## src/rtl/core/dsd_pkg.sv

```systemverilog
// Shared types, constants and the power-of-ten table for the decimal divider.
// No dependencies.
package dsd_pkg;

    localparam int MAX_POW10  = 18;
    localparam int SIG_W      = 64;
    localparam int SCALE_W    = 16;
    localparam int K_W        = SCALE_W + 2;
    localparam int POW_IDX_W  = 5;
    localparam int DIV_STEPS  = SIG_W;
    localparam logic [2:0] MODE_HALF_UP = 3'd4;

    localparam logic [1:0] CFG_RES_SCALE     = 2'd0;
    localparam logic [1:0] CFG_ROUNDING_MODE = 2'd1;

    localparam logic [SIG_W-1:0] SIG_MIN_MAG = {1'b1, {(SIG_W-1){1'b0}}};
    localparam logic [SIG_W-1:0] SIG_MAX_POS = {1'b0, {(SIG_W-1){1'b1}}};

    // Sideband that travels with every item through the pipe.
    typedef struct packed {
        logic                 valid;
        logic                 neg;       // quotient sign
        logic                 a_neg;     // dividend sign, picks the clamp limit
        logic                 sat;
        logic                 dbz;
        logic [POW_IDX_W-1:0] kup;       // number of x10 steps
        logic                 down;      // scale down by 10^pidx afterwards
        logic [POW_IDX_W-1:0] pidx;
        logic                 round_en;
        logic [SCALE_W-1:0]   scale;
    } t_side;

    function automatic logic [SIG_W-1:0] pow10(input logic [POW_IDX_W-1:0] idx);
        logic [SIG_W-1:0] v;
        case (idx)
            5'd0:    v = 64'd1;
            5'd1:    v = 64'd10;
            5'd2:    v = 64'd100;
            5'd3:    v = 64'd1000;
            5'd4:    v = 64'd10000;
            5'd5:    v = 64'd100000;
            5'd6:    v = 64'd1000000;
            5'd7:    v = 64'd10000000;
            5'd8:    v = 64'd100000000;
            5'd9:    v = 64'd1000000000;
            5'd10:   v = 64'd10000000000;
            5'd11:   v = 64'd100000000000;
            5'd12:   v = 64'd1000000000000;
            5'd13:   v = 64'd10000000000000;
            5'd14:   v = 64'd100000000000000;
            5'd15:   v = 64'd1000000000000000;
            5'd16:   v = 64'd10000000000000000;
            5'd17:   v = 64'd100000000000000000;
            5'd18:   v = 64'd1000000000000000000;
            default: v = 64'd1;
        endcase
        return v;
    endfunction

endpackage

```

## src/rtl/core/dsd_div_step.sv

```systemverilog
// One restoring divide step: one quotient bit per stage.
// Depends on dsd_pkg.
module dsd_div_step import dsd_pkg::*; (
    input  logic             i_clk,
    input  logic             i_rst_n,
    input  t_side            i_side,
    input  logic [SIG_W-1:0] i_num,
    input  logic [SIG_W-1:0] i_rem,
    input  logic [SIG_W-1:0] i_den,
    output t_side            o_side,
    output logic [SIG_W-1:0] o_num,
    output logic [SIG_W-1:0] o_rem,
    output logic [SIG_W-1:0] o_den
);
    t_side            r_side;
    logic [SIG_W-1:0] r_num, r_rem, r_den, n_num, n_rem;
    logic [SIG_W:0]   shifted, diff;
    logic             ge;

    always_comb begin
        shifted = {i_rem, i_num[SIG_W-1]};
        diff    = shifted - {1'b0, i_den};
        ge      = shifted >= {1'b0, i_den};
        n_rem   = ge ? diff[SIG_W-1:0] : shifted[SIG_W-1:0];
        n_num   = {i_num[SIG_W-2:0], ge};
    end

    always_ff @(posedge i_clk) begin
        if (!i_rst_n) begin
            r_side <= '0;
        end else begin
            r_side <= i_side;
        end
        r_num  <= n_num;
        r_rem  <= n_rem;
        r_den  <= i_den;
    end

    assign o_side = r_side;
    assign o_num  = r_num;
    assign o_rem  = r_rem;
    assign o_den  = r_den;
endmodule
```

## config.mk

```make
export PLATFORM = sky130hd
export DESIGN_NAME = dsd_div_step
export DESIGN_NICKNAME = d
export VERILOG_FILES = /design/src/rtl/core/dsd_pkg.sv /design/src/rtl/core/dsd_div_step.sv
export SDC_FILE = /design/constraint.sdc
export NUM_CORES = 1
export LEC_CHECK = 0
export BUFFER_PORTS_ARGS = -buffer_cell sky130_fd_sc_hd__buf_2
export CAP_MARGIN = 5
export CORE_ASPECT_RATIO = 2
export CORE_MARGIN = 2
export CORE_UTILIZATION = 30
export CTS_CLUSTER_SIZE = 12
export DETAILED_ROUTE_END_ITERATION = 16
export PLACE_DENSITY = 0.57
export SYNTH_ARGS = -nofsm -noshare
export SYNTH_HDL_FRONTEND = slang
export SYNTH_SLANG_ARGS = --single-unit
```

## constraint.sdc

```tcl
create_clock -name i_clk -period 3.7 [get_ports i_clk]
set_input_delay 0.74 -clock i_clk [delete_from_list [all_inputs] [get_ports i_clk]]
set_output_delay 0.74 -clock i_clk [all_outputs]
set_load 0.05 [all_outputs]
```

After elaboration in Yosys (flattened, before gate mapping)
Index checks and enable logic that the tools add are counted.
Widths: inputs -> output; s select.

storage, ports and cells
  output and inout port bits = 225
  register bits after elaboration = 225
  input port bits = 227
  logic and storage cells = 16

operators by class
  magnitude comparators = 1
  mux-type cells = 1
  add/subtract/negate cells = 1

operators by type and width
  cell            number
  $ge 65x64->1    1
  $mux 64         1
  $sub 64x64->64  1

Depth between registers and ports, before layout
  depth after elaboration = 2
  mapped depth = 15
  gate-level depth less buffers = 13

Worst setup path before layout
Ideal clock, no wire load.

  path type = input -> register
  from = input port i_num[63]
  to = register r_rem[62], in the netlist o_rem[62]
  arrival = 3.120 ns
  data required time = 3.577 ns
  cell stages on the path = 13
  path slack = 0.458 ns
  path buffers = 0
  setup time = 0.123 ns
  cell sequence = inv_1 > ha_1 > fa_1 > nand2b_1 > a21oi_1 > o21a_1 > o21ai_1 > a31oi_2 > o2111a_1 > nor3_4 > a2111oi_1 > o31a_1 > o31ai_2

on the way
  cells in the longest elaborated chain, start to end = 2
  elaborated cells on any way between the ends = 3
  those cells by class = add/sub (1); order compare (1); mux (1)

ends and longest elaborated chain
  element                                                line                                    RTL
  start, declared                                        dsd_div_step.sv:7                       input logic [SIG_W-1:0] i_num,
  $sub 64x64->64 / $ge 65x64->1 (equally long branches)  dsd_div_step.sv:22, dsd_div_step.sv:23
  $mux 64 (*)                                            dsd_div_step.sv:24                      n_rem = ge ? diff[SIG_W-1:0] : shifted[SIG_W-1:0];
  net n_rem[62]                                          dsd_div_step.sv:16                      logic [SIG_W-1:0] r_num, r_rem, r_den, n_num, n_rem;
  end signal, assigned                                   dsd_div_step.sv:35                      r_rem <= n_rem;
  end, declared                                          dsd_div_step.sv:16

The timed path passes the listed nets; every way through them passes the cells marked *.
A chain may end at the register's enable or synchronous reset.

Final worst setup path
  from = input port i_den[8]
  to = register r_rem[56], in the netlist o_rem[56]

on the way
  cells in the longest elaborated chain, start to end = 2
  elaborated cells on any way between the ends = 3
  those cells by class = add/sub (1); order compare (1); mux (1)

ends and longest elaborated chain
  element                                                line                                    RTL
  start, declared                                        dsd_div_step.sv:9                       input logic [SIG_W-1:0] i_den,
  $sub 64x64->64 / $ge 65x64->1 (equally long branches)  dsd_div_step.sv:22, dsd_div_step.sv:23
  $mux 64 (*)                                            dsd_div_step.sv:24
  net n_rem[56]                                          dsd_div_step.sv:16

Marked as above.

==> flow_summary.ini <==
[setup_path]
start_kind = primary input
crit_type = in2reg
critPathRequiredTime_ns = 4.11
worst_ep_arrival_time_ns = 3.56
crit_path_end_kind = register
cp_max_fo = 7

[synth]
synth-async-reset-ratio_pct = 0
synth-edff-count = 0
synth_cell_type_count = 76
syn-num-nets = 1356
yosys_warnings = 0
synth_top_area_share_pct = 46.41
syn_area_mm2 = 0.009706
ys_ff_latch = 225
seq_area_frac_synth_pct = 46.41
synth_top_cells_by_count = 225 x dfxtp_1, 106 x a21oi_1, 93 x nor2_1
synth.most_common_cell = dfxtp_1
syn_inst = 1064
synth_ff_type = dfxtp_1
synth.largest_area_cell = dfxtp_1
avgSynthCellArea_um2 = 9.122
yosys-top-cells-area = dfxtp_1 46%, ha_1 8.3%, a21oi_1 5.5%

[place]
dp_slack_ns = 0.008739
place_hpwl_mm = 33.80
gp_congestion = 0.8658
portBuffers = 451

[final_layout]
final_net_count = 1875
syn_to_final_growth_pct = 41.11
multi_input_area_mm2 = 0.004683
seqCellArea_mm2 = 0.004504
drive_above_1_share_pct = 37.36
fin_util_pct = 42.80
nFillCells = 3227

[pwr]
p_clk_share_pct = 32.1
p_leak_nw = 6.915
powerDensity_mw_per_mm2 = 550.8
power_mw = 7.543
switchingPower_mw = 2.728
ir_worst_vdd_v = 0.0003192
switching_share_pct = 36.17
combPwrFrac_pct = 31.6
seq_power_share_pct = 36.2
p_int_mw = 4.815

[floorplanning]
die_w_um = 131.2
ios = 452
die_area_mm2 = 0.03389
start_util_pct = 30.33
fp.coreArea_mm2 = 0.03200
rows = 93
fp.dieH_um = 258.4

[timing]
setup-tns-final_ns = 0
max_clock_freq_mhz = 317.8
min_period_over_period_pct = 85.04
post-route-min-period_ns = 3.146
setup_slack_ns = 0.5537
drv_slew = 0
hold_violations = 0
slew_headroom_pct = 56.53
tightestPinTransition_ns = 0.6452
setup_viol = 0
rsz0062_at_grt = no

[drt]
drtIter0Drc = 280
drc = 0
drt-pass1-iter-count = 4
routedWlPerCell_um = 19.71
vias = 9481
drt-vias-per-instance = 4.691
routed_wl_mm = 39.84
final_antenna_net_count = 0

[global_routing]
grt_pass1_wl_mm = 57.81
first_global_vias = 10045
grt_max_degree = 36
grt_antenna_before_repair = 8
overflow = 0
track_usage_pct = 22.62

[cts]
cts.sinks = 225
cts_hold_buffers = 0
clk_pin_slew_ns = 0.07
postCtsSetupBuffers = 0
tritoncts = yes
htreeDepth = 1
cts.path.max_buffers = 3
cts_resized = 0
cts_inserted_buffers = 24
cts.root.buffer_cell = clkbuf_16

[run]
drv_cap = 0

[min_path]
hp-class = in2reg

[outcome]
status = completed
registers in the layout, indices dropped and copies added, names as in the netlist:
name    flops
o_den      64
o_num      64
o_rem      64
o_side     33
per-layer routing:
metal,track usage (%),wire length [um],vias to the layer above
met1,19.07,12230,4278
met3,7.101,3454,107
li1,-,-,4702
met2,45.76,21970,394
met4,12.38,2179,0
met5,0,0,-
path summary, 6_finish.rpt:
path               endpoint       from  depth (start not counted)
setup / recovery  o_rem[56]   i_den[8]                         14
hold / removal    o_num[50]  i_num[49]                          1
layout make-up:
class | count | share of cell area (%)
inverter | 82 | 2.266
tap | 427 | 3.901
clock buffer | 26 | 4.440
clock inverter | 7 | 1.096
multi-input combinational | 719 | 34.20
antenna | 4 | 0.07309
sequential | 225 | 32.89
timing repair buffer | 531 | 21.14
power groups by stage:
stage                     registers [mW]  logic (mW)  clock network [mW]
after floorplan                     3.64       0.740                   0
after global placement              2.79        2.39                   0
after detailed placement            2.79        2.39                   0
after CTS                           2.74        2.40                2.51
after global routing                2.75        2.54                2.58
final                               2.73        2.38                2.42
placed cells by master (no fill, tap or decap), types with 4 or more instances in the layout:
cell type,count
nor4_1,6
nand3_1,19
nor2b_1,6
o31ai_1,10
nand2b_1,9
and2_1,41
o211ai_1,9
a211oi_1,8
nor2_1,93
a21o_1,32
o21bai_1,8
o21a_1,8
a31oi_1,5
o21ai_1,9
nand2_1,91
or2_2,4
inv_1,81
clkbuf_16,24
xnor2_1,22
o21ai_0,42
ha_1,64
nand4_1,14
xor2_1,27
nor3_1,8
dfxtp_1,225
diode_2,4
and3_1,11
buf_2,451
or3_1,4
a21oi_1,106
bufinv_16,4
buf_4,77
metrics by stage:
step           std cells  hold WS (ns)  cell area (um^2)
6_report            2021        0.3057             13700
5_1_grt             2021        0.2810             13700
4_1_cts             2017        0.2761             13690
3_3_place_gp        1984        0.8422             12930
3_5_place_dp        1984        0.8441             12930
2_1_floorplan       1064        0.7677              9706
critical path, cell delays in order:
cell and delay [ns]:
buf_2 0.09, inv_1 0.04, ha_1 0.37, and3_1 0.26, o2111a_1 0.22, o31ai_2 0.12
o21ba_2 0.23, nor4_1 0.34, o211ai_1 0.21, a21oi_2 0.21, nor2_4 0.08, buf_4 0.17
a2111oi_0 0.37, nor4_1 0.11
kinds of logic (layout without fill, tap and decap cells):
| family | after synthesis | after routing | synth area share, % |
|---|---|---|---|
| flip-flops | 225 | 225 | 46.41 |
| AND/OR/NAND/NOR | 323 | 323 | 16.32 |
| other | 0 | 4 | 0 |
| multiplexers | 2 | 2 | 0.2192 |
| AO/OA/AOI/OAI | 280 | 280 | 18.83 |
| XOR/XNOR | 49 | 49 | 4.422 |
| buffers and inverters | 120 | 646 | 5.337 |
| adder cells (fa/ha/maj) | 65 | 65 | 8.457 |
(Power assumes the default switching activity.)
