<file path="config.mk">
export PLATFORM = sky130hd
export DESIGN_NAME = dsd_scale_step
export DESIGN_NICKNAME = d
export VERILOG_FILES = /design/src/rtl/core/dsd_pkg.sv /design/src/rtl/core/dsd_scale_step.sv
export SDC_FILE = /design/constraint.sdc
export NUM_CORES = 1
export LEC_CHECK = 0
export BUFFER_PORTS_ARGS = -buffer_cell sky130_fd_sc_hd__buf_2
export CORE_MARGIN = 2
export CORE_UTILIZATION = 47
export CTS_CLUSTER_SIZE = 20
export DETAILED_ROUTE_END_ITERATION = 8
export HOLD_SLACK_MARGIN = 0.03
export PLACE_DENSITY_LB_ADDON = 0.12
export SKIP_CTS_REPAIR_TIMING = 1
export SLEW_MARGIN = 30
export SYNTH_ARGS = -nofsm -noshare
export SYNTH_HDL_FRONTEND = slang
export SYNTH_SLANG_ARGS = --single-unit
</file>
<file path="constraint.sdc">
create_clock -name i_clk -period 5.8 [get_ports i_clk]
set_clock_uncertainty 0.15 [all_clocks]
set_input_delay 0.58 -clock i_clk [delete_from_list [all_inputs] [get_ports i_clk]]
set_output_delay 0.58 -clock i_clk [all_outputs]
set_load 0.02 [all_outputs]
</file>
<file path="src/rtl/core/dsd_pkg.sv">
// Shared types, constants and the power-of-ten table for the decimal divider.
// No dependencies.
package dsd_pkg;

    localparam int MAX_POW10  = 18;
    localparam int SIG_W      = 64;
    localparam int SCALE_W    = 16;
    localparam int K_W        = SCALE_W + 2;
    localparam int POW_IDX_W  = 5;
    localparam int DIV_STEPS  = SIG_W;
    localparam logic [2:0] MODE_HALF_UP = 3'd4;

    localparam logic [1:0] CFG_RES_SCALE     = 2'd0;
    localparam logic [1:0] CFG_ROUNDING_MODE = 2'd1;

    localparam logic [SIG_W-1:0] SIG_MIN_MAG = {1'b1, {(SIG_W-1){1'b0}}};
    localparam logic [SIG_W-1:0] SIG_MAX_POS = {1'b0, {(SIG_W-1){1'b1}}};

    // Sideband that travels with every item through the pipe.
    typedef struct packed {
        logic                 valid;
        logic                 neg;       // quotient sign
        logic                 a_neg;     // dividend sign, picks the clamp limit
        logic                 sat;
        logic                 dbz;
        logic [POW_IDX_W-1:0] kup;       // number of x10 steps
        logic                 down;      // scale down by 10^pidx afterwards
        logic [POW_IDX_W-1:0] pidx;
        logic                 round_en;
        logic [SCALE_W-1:0]   scale;
    } t_side;

    function automatic logic [SIG_W-1:0] pow10(input logic [POW_IDX_W-1:0] idx);
        logic [SIG_W-1:0] v;
        case (idx)
            5'd0:    v = 64'd1;
            5'd1:    v = 64'd10;
            5'd2:    v = 64'd100;
            5'd3:    v = 64'd1000;
            5'd4:    v = 64'd10000;
            5'd5:    v = 64'd100000;
            5'd6:    v = 64'd1000000;
            5'd7:    v = 64'd10000000;
            5'd8:    v = 64'd100000000;
            5'd9:    v = 64'd1000000000;
            5'd10:   v = 64'd10000000000;
            5'd11:   v = 64'd100000000000;
            5'd12:   v = 64'd1000000000000;
            5'd13:   v = 64'd10000000000000;
            5'd14:   v = 64'd100000000000000;
            5'd15:   v = 64'd1000000000000000;
            5'd16:   v = 64'd10000000000000000;
            5'd17:   v = 64'd100000000000000000;
            5'd18:   v = 64'd1000000000000000000;
            default: v = 64'd1;
        endcase
        return v;
    endfunction

endpackage

</file>
<file path="src/rtl/core/dsd_scale_step.sv">
// One x10 up-scaling stage with clamp to the signed limit.
// Depends on dsd_pkg.
module dsd_scale_step import dsd_pkg::*; (
    input  logic                 i_clk,
    input  logic                 i_rst_n,
    input  logic [POW_IDX_W-1:0] i_step,
    input  t_side                i_side,
    input  logic [SIG_W-1:0]     i_val,
    input  logic [SIG_W-1:0]     i_den,
    output t_side                o_side,
    output logic [SIG_W-1:0]     o_val,
    output logic [SIG_W-1:0]     o_den
);
    t_side            r_side, n_side;
    logic [SIG_W-1:0] r_val, n_val, r_den;
    logic [SIG_W+3:0] times10;
    logic [SIG_W-1:0] lim;

    always_comb begin
        n_side  = i_side;
        lim     = i_side.a_neg ? SIG_MIN_MAG : SIG_MAX_POS;
        times10 = {i_val, 3'b000} + {3'b000, i_val, 1'b0};
        n_val   = i_val;
        if (i_step < i_side.kup) begin
            if (times10 > {4'd0, lim}) begin
                n_val      = lim;
                n_side.sat = 1'b1;
            end else begin
                n_val = times10[SIG_W-1:0];
            end
        end
    end

    always_ff @(posedge i_clk) begin
        if (!i_rst_n) begin
            r_side <= '0;
        end else begin
            r_side <= n_side;
        end
        r_val  <= n_val;
        r_den  <= i_den;
    end

    assign o_side = r_side;
    assign o_val  = r_val;
    assign o_den  = r_den;
endmodule

</file>
# --- After elaboration in Yosys (flattened, before gate mapping) ---
# Cells that the tools add are included.
op_classes:
  addsub: 1
  order_cmp: 2
  muxes: 5
ops:
  columns: ["cell", "count"]
  rows:
  - ["64-bit two-way mux", 3]
  - ["67-bit by 65-bit adder with 68-bit output", 1]
  - ["68-bit by 64-bit greater-than comparator with 1-bit output", 1]
  - ["5-bit < comparator", 1]
  - ["1-bit two-way mux", 2]
word_totals:
  inputBits: 168
  regBits: 161
  elab_cells: 20
  output_inout_bits: 161

# --- Depth between registers and ports, before layout ---
logic_depth:
  depth_word: 4
  ltp_mapped: 26

# --- Worst setup path after synthesis ---
# No wires, ideal clock.
synth_path:
  kind: "in2reg"
  from: "input i_val[0]"
  to: "register r_val[53], in the netlist o_val[53]"
  cell_stages: 26
  setup_time_ns: 0.126
  arrival_ns: 5.142
  setup_slack_ns: 0.382
  path_buffers: 2
  path_cell_list: "ha_1 -> inv_1 -> fa_1 -> nand2b_1 -> a21oi_1 -> nor3b_1 -> o21ai_0 -> a21boi_0 -> nand3_1 -> and2_1 -> a311o_1 -> xnor2_1 -> inv_1 -> ha_1 -> nand2_1 -> nor4_1 -> nand3_1 -> o31ai_1 -> nor2_1 -> a21oi_1 -> o221ai_1 -> nor3b_4 -> or3_1 -> buf_6 -> buf_6 -> o211ai_2"
synth_via:
  elab_chain_cells: 4
synth_rtl:
  columns: ["element", "line_no", "text"]
  rows:
  - ["start, declared", "dsd_scale_step.sv:8", "input logic [SIG_W-1:0] i_val,"]
  - ["67-bit by 65-bit adder with 68-bit output (*)", "dsd_scale_step.sv:22", "times10 = {i_val, 3'b000} + {3'b000, i_val, 1'b0};"]
  - ["68-bit by 64-bit greater-than comparator with 1-bit output", "dsd_scale_step.sv:25", "if (times10 > {4'd0, lim}) begin"]
  - ["64-bit two-way mux (*)", "dsd_scale_step.sv:25", null]
  - ["64-bit two-way mux (*)", "dsd_scale_step.sv:24", "if (i_step < i_side.kup) begin"]
  - ["named net n_val[53]", "dsd_scale_step.sv:15", "logic [SIG_W-1:0] r_val, n_val, r_den;"]
  - ["end signal, assigned", "dsd_scale_step.sv:40", "r_val <= n_val;"]
  - ["end, declared", "dsd_scale_step.sv:15", null]
# Mark *: on every way through the listed nets, which the timed path passes. The rest lies on a longest branch.
# A chain may end at the register's enable or synchronous reset.

# --- Worst setup path in the final report ---
layout_path:
  from: "input i_val[2]"
  to: "register r_val[3], in the netlist o_val[3]"
# The elaborated chain is that of the path after synthesis.

==> impl_metrics.env <==
export IMPL_timing_final_crit_period_ps=5560
export IMPL_die_w_um=153
export IMPL_fin_area_um2=13600
export IMPL_worstMarginPinSlew_ps=801
export IMPL_ys_types=75
export IMPL_post_route_period_util_pct=95.9
export IMPL_finalSetupTns_ps=0
export IMPL_numCtsBuffers=17
export IMPL_rows=54
export IMPL_syn_nets=1488
export IMPL_hold_start="i_den[19]"
export IMPL_fp_dieArea_um2=23400
export IMPL_setup_violations_final=0
export IMPL_ys_warn_count=0
export IMPL_end_kind="register"
export IMPL_synthCells=1191
export IMPL_place_area_um2=13000
export IMPL_start_util_pct=47.8
export IMPL_cts_tree="built"
export IMPL_drcViolationCount=0
export IMPL_synth_edf_count=0
export IMPL_power_leakage_nw=6.78
export IMPL_whs_endpoint="o_den[19]$_DFF_P_"
export IMPL_ys_seq_area_share_pct=31.0
export IMPL_grt_pass1_vias=10400
export IMPL_drt_total_wl_um=35800
export IMPL_drt_pass1_iterations=5
export IMPL_worstHoldPathCells=1
export IMPL_dieHeight_um=153
export IMPL_critPathMaxFanout=25
export IMPL_drtIter0Drc=584
export IMPL_hold_class="primary input to register"
export IMPL_ir_drop_v=0.000211
export IMPL_cts_htree_levels=4
export IMPL_clockBufferDepth=2
export IMPL_num_vias=10600
export IMPL_synth_area_um2=10400
export IMPL_synth_avg_cell_area_um2=8.74
export IMPL_track_usage_pct=30.0
export IMPL_layout_drive_gt1_share_pct=34.5
export IMPL_synth_ff_type="dfxtp_1"
export IMPL_status="complete, no violations"
export IMPL_port_buffers=328
export IMPL_cts_sinks=161
export IMPL_slew_headroom_pct=46.6
export IMPL_antenna_found_initial=1
export IMPL_drv_cap=0
export IMPL_gp_routability_congestion=0.930
export IMPL_dp_hpwl_um=28700
export IMPL_nNetsFinal=1886
export IMPL_criticalPathCategory="primary input to register"
export IMPL_async_flop_share_pct=0
export IMPL_grt_first_pass_wirelength_um=56500
export IMPL_cts_root_buf="clkbuf_16"
export IMPL_clkTransAtPathRegs_ps=80
export IMPL_cp_arrival_ps=5710
export IMPL_ys_ff_latch=161
export IMPL_wl_per_cell_um=19.0
export IMPL_grt_max_degree=88
export IMPL_ant_nets=0
export IMPL_fp_coreArea_um2=21800
export IMPL_io_pins=329
export IMPL_start_kind="primary input"
export IMPL_critical_path_required_ps=5950
export IMPL_maxSlewViolCount=0
export IMPL_final_common_cell="buf_2"
export IMPL_routed_via_density=5.63
export IMPL_hold_viol=0
export IMPL_fmax_mhz=180
export IMPL_grt_overflow=0
export IMPL_area_growth_pct=31.1
export IMPL_final_cell_mix="328 x buf_2, 161 x dfxtp_1, 145 x nand2_1"
export IMPL_cellPowerDensity_nw_per_um2=301
export IMPL_fillers=1975
[cell families (layout without fill, tap and decap cells)]
| group | Yosys count | in the layout | share of synthesized area [%] |
|---|---|---|---|
| flops | 161 | 161 | 31.0 |
| simple gates | 426 | 426 | 23.6 |
| compound gates | 310 | 310 | 20.0 |
| mux | 5 | 5 | 0.481 |
| buf+inv | 102 | 513 | 4.48 |
| xor+xnor | 58 | 58 | 4.88 |
| other cells | 0 | 1 | 0 |
| fa+ha+maj | 129 | 129 | 15.6 |
[synthesized netlist by cell type, types with 33 or more instances]
master,count,area share (%)
ha_1,128,15
a21oi_1,106,5.1
and2_1,33,2.0
nand4b_1,34,2.9
o21ai_0,49,2.4
inv_1,41,1.5
nor2_1,41,1.5
nand3_2,38,3.7
dfxtp_1,161,31
a21o_1,33,2.4
clkbuf_1,37,1.3
nand2_1,145,5.2
[critical path, stage by stage]
cell	delay [ps]
buf_2	110
buf_4	130
ha_1	320
o211ai_1	230
o211ai_1	190
a31o_2	290
and3_1	150
or3_1	400
a21o_1	210
or2_2	300
xor2_1	180
ha_1	320
nand4_1	200
nor4_2	370
nand3_1	150
o31ai_2	280
nor2_1	70
a21oi_1	160
o221ai_1	200
nor3b_4	250
or3_2	250
buf_12	220
o211ai_2	100
[final cells by class]
class                           count  area (um2)  area share (%)
Multi-Input combinational cell    928        6770            49.6
Clock buffer                       17         425            3.12
Inverter                           42         158            1.16
Sequential cell                   161        3220            23.6
Clock inverter                     15         204            1.49
Antenna cell                        1        2.50          0.0183
Tap cell                          280         350            2.57
Timing Repair Buffer              439        2510            18.4
[power by group]
group          switching, W  internal (W)
logic              0.000988      0.000655
clock network      0.000585      0.000594
registers         0.0000366       0.00124
total               0.00161       0.00249
[stage by stage]
stage / hold slack, ps / total power [W] / cells / worst slack [ps] / utilization [%]
global route: 71.0 / 0.00433 / 1882 / -65.8 / 62.7
finish: 85.1 / 0.00410 / 1883 / 238 / 62.7
CTS: 75.2 / 0.00411 / 1882 / 74.4 / 62.5
detailed placement: 534 / 0.00292 / 1850 / -365 / 59.7
global placement: 533 / 0.00291 / 1850 / -275 / 59.7
floorplan: 458 / 0.00230 / 1191 / 382 / -
[worst max path at each step]
stage	startpoint	to	slack [ps]	cells past startpoint
after floorplan	i_val[0]	o_val[53]$_DFF_P_	380	26
after global placement	i_val[0]	o_val[1]$_DFF_P_	-270	27
after detailed placement	i_val[0]	o_val[1]$_DFF_P_	-360	27
after CTS	i_val[0]	o_val[1]$_DFF_P_	70	27
after global routing	i_val[2]	o_val[3]$_DFF_P_	-70	23
final	i_val[2]	o_val[3]$_DFF_P_	240	23
[metal layers]
metal | wire length [um] | global-route usage (%) | part of all wire [%]
met1 | 15500 | 38.8 | 43
met2 | 16900 | 49.5 | 47
met3 | 2050 | 5.25 | 5.7
met4 | 1370 | 12.7 | 3.8
met5 | 15 | 0 | 0.042
[flip-flops by register name, summed over array words and instances, names as in the netlist]
name    cells
o_val      64
o_side     33
o_den      64
Power figures use the tool's default switching activity.
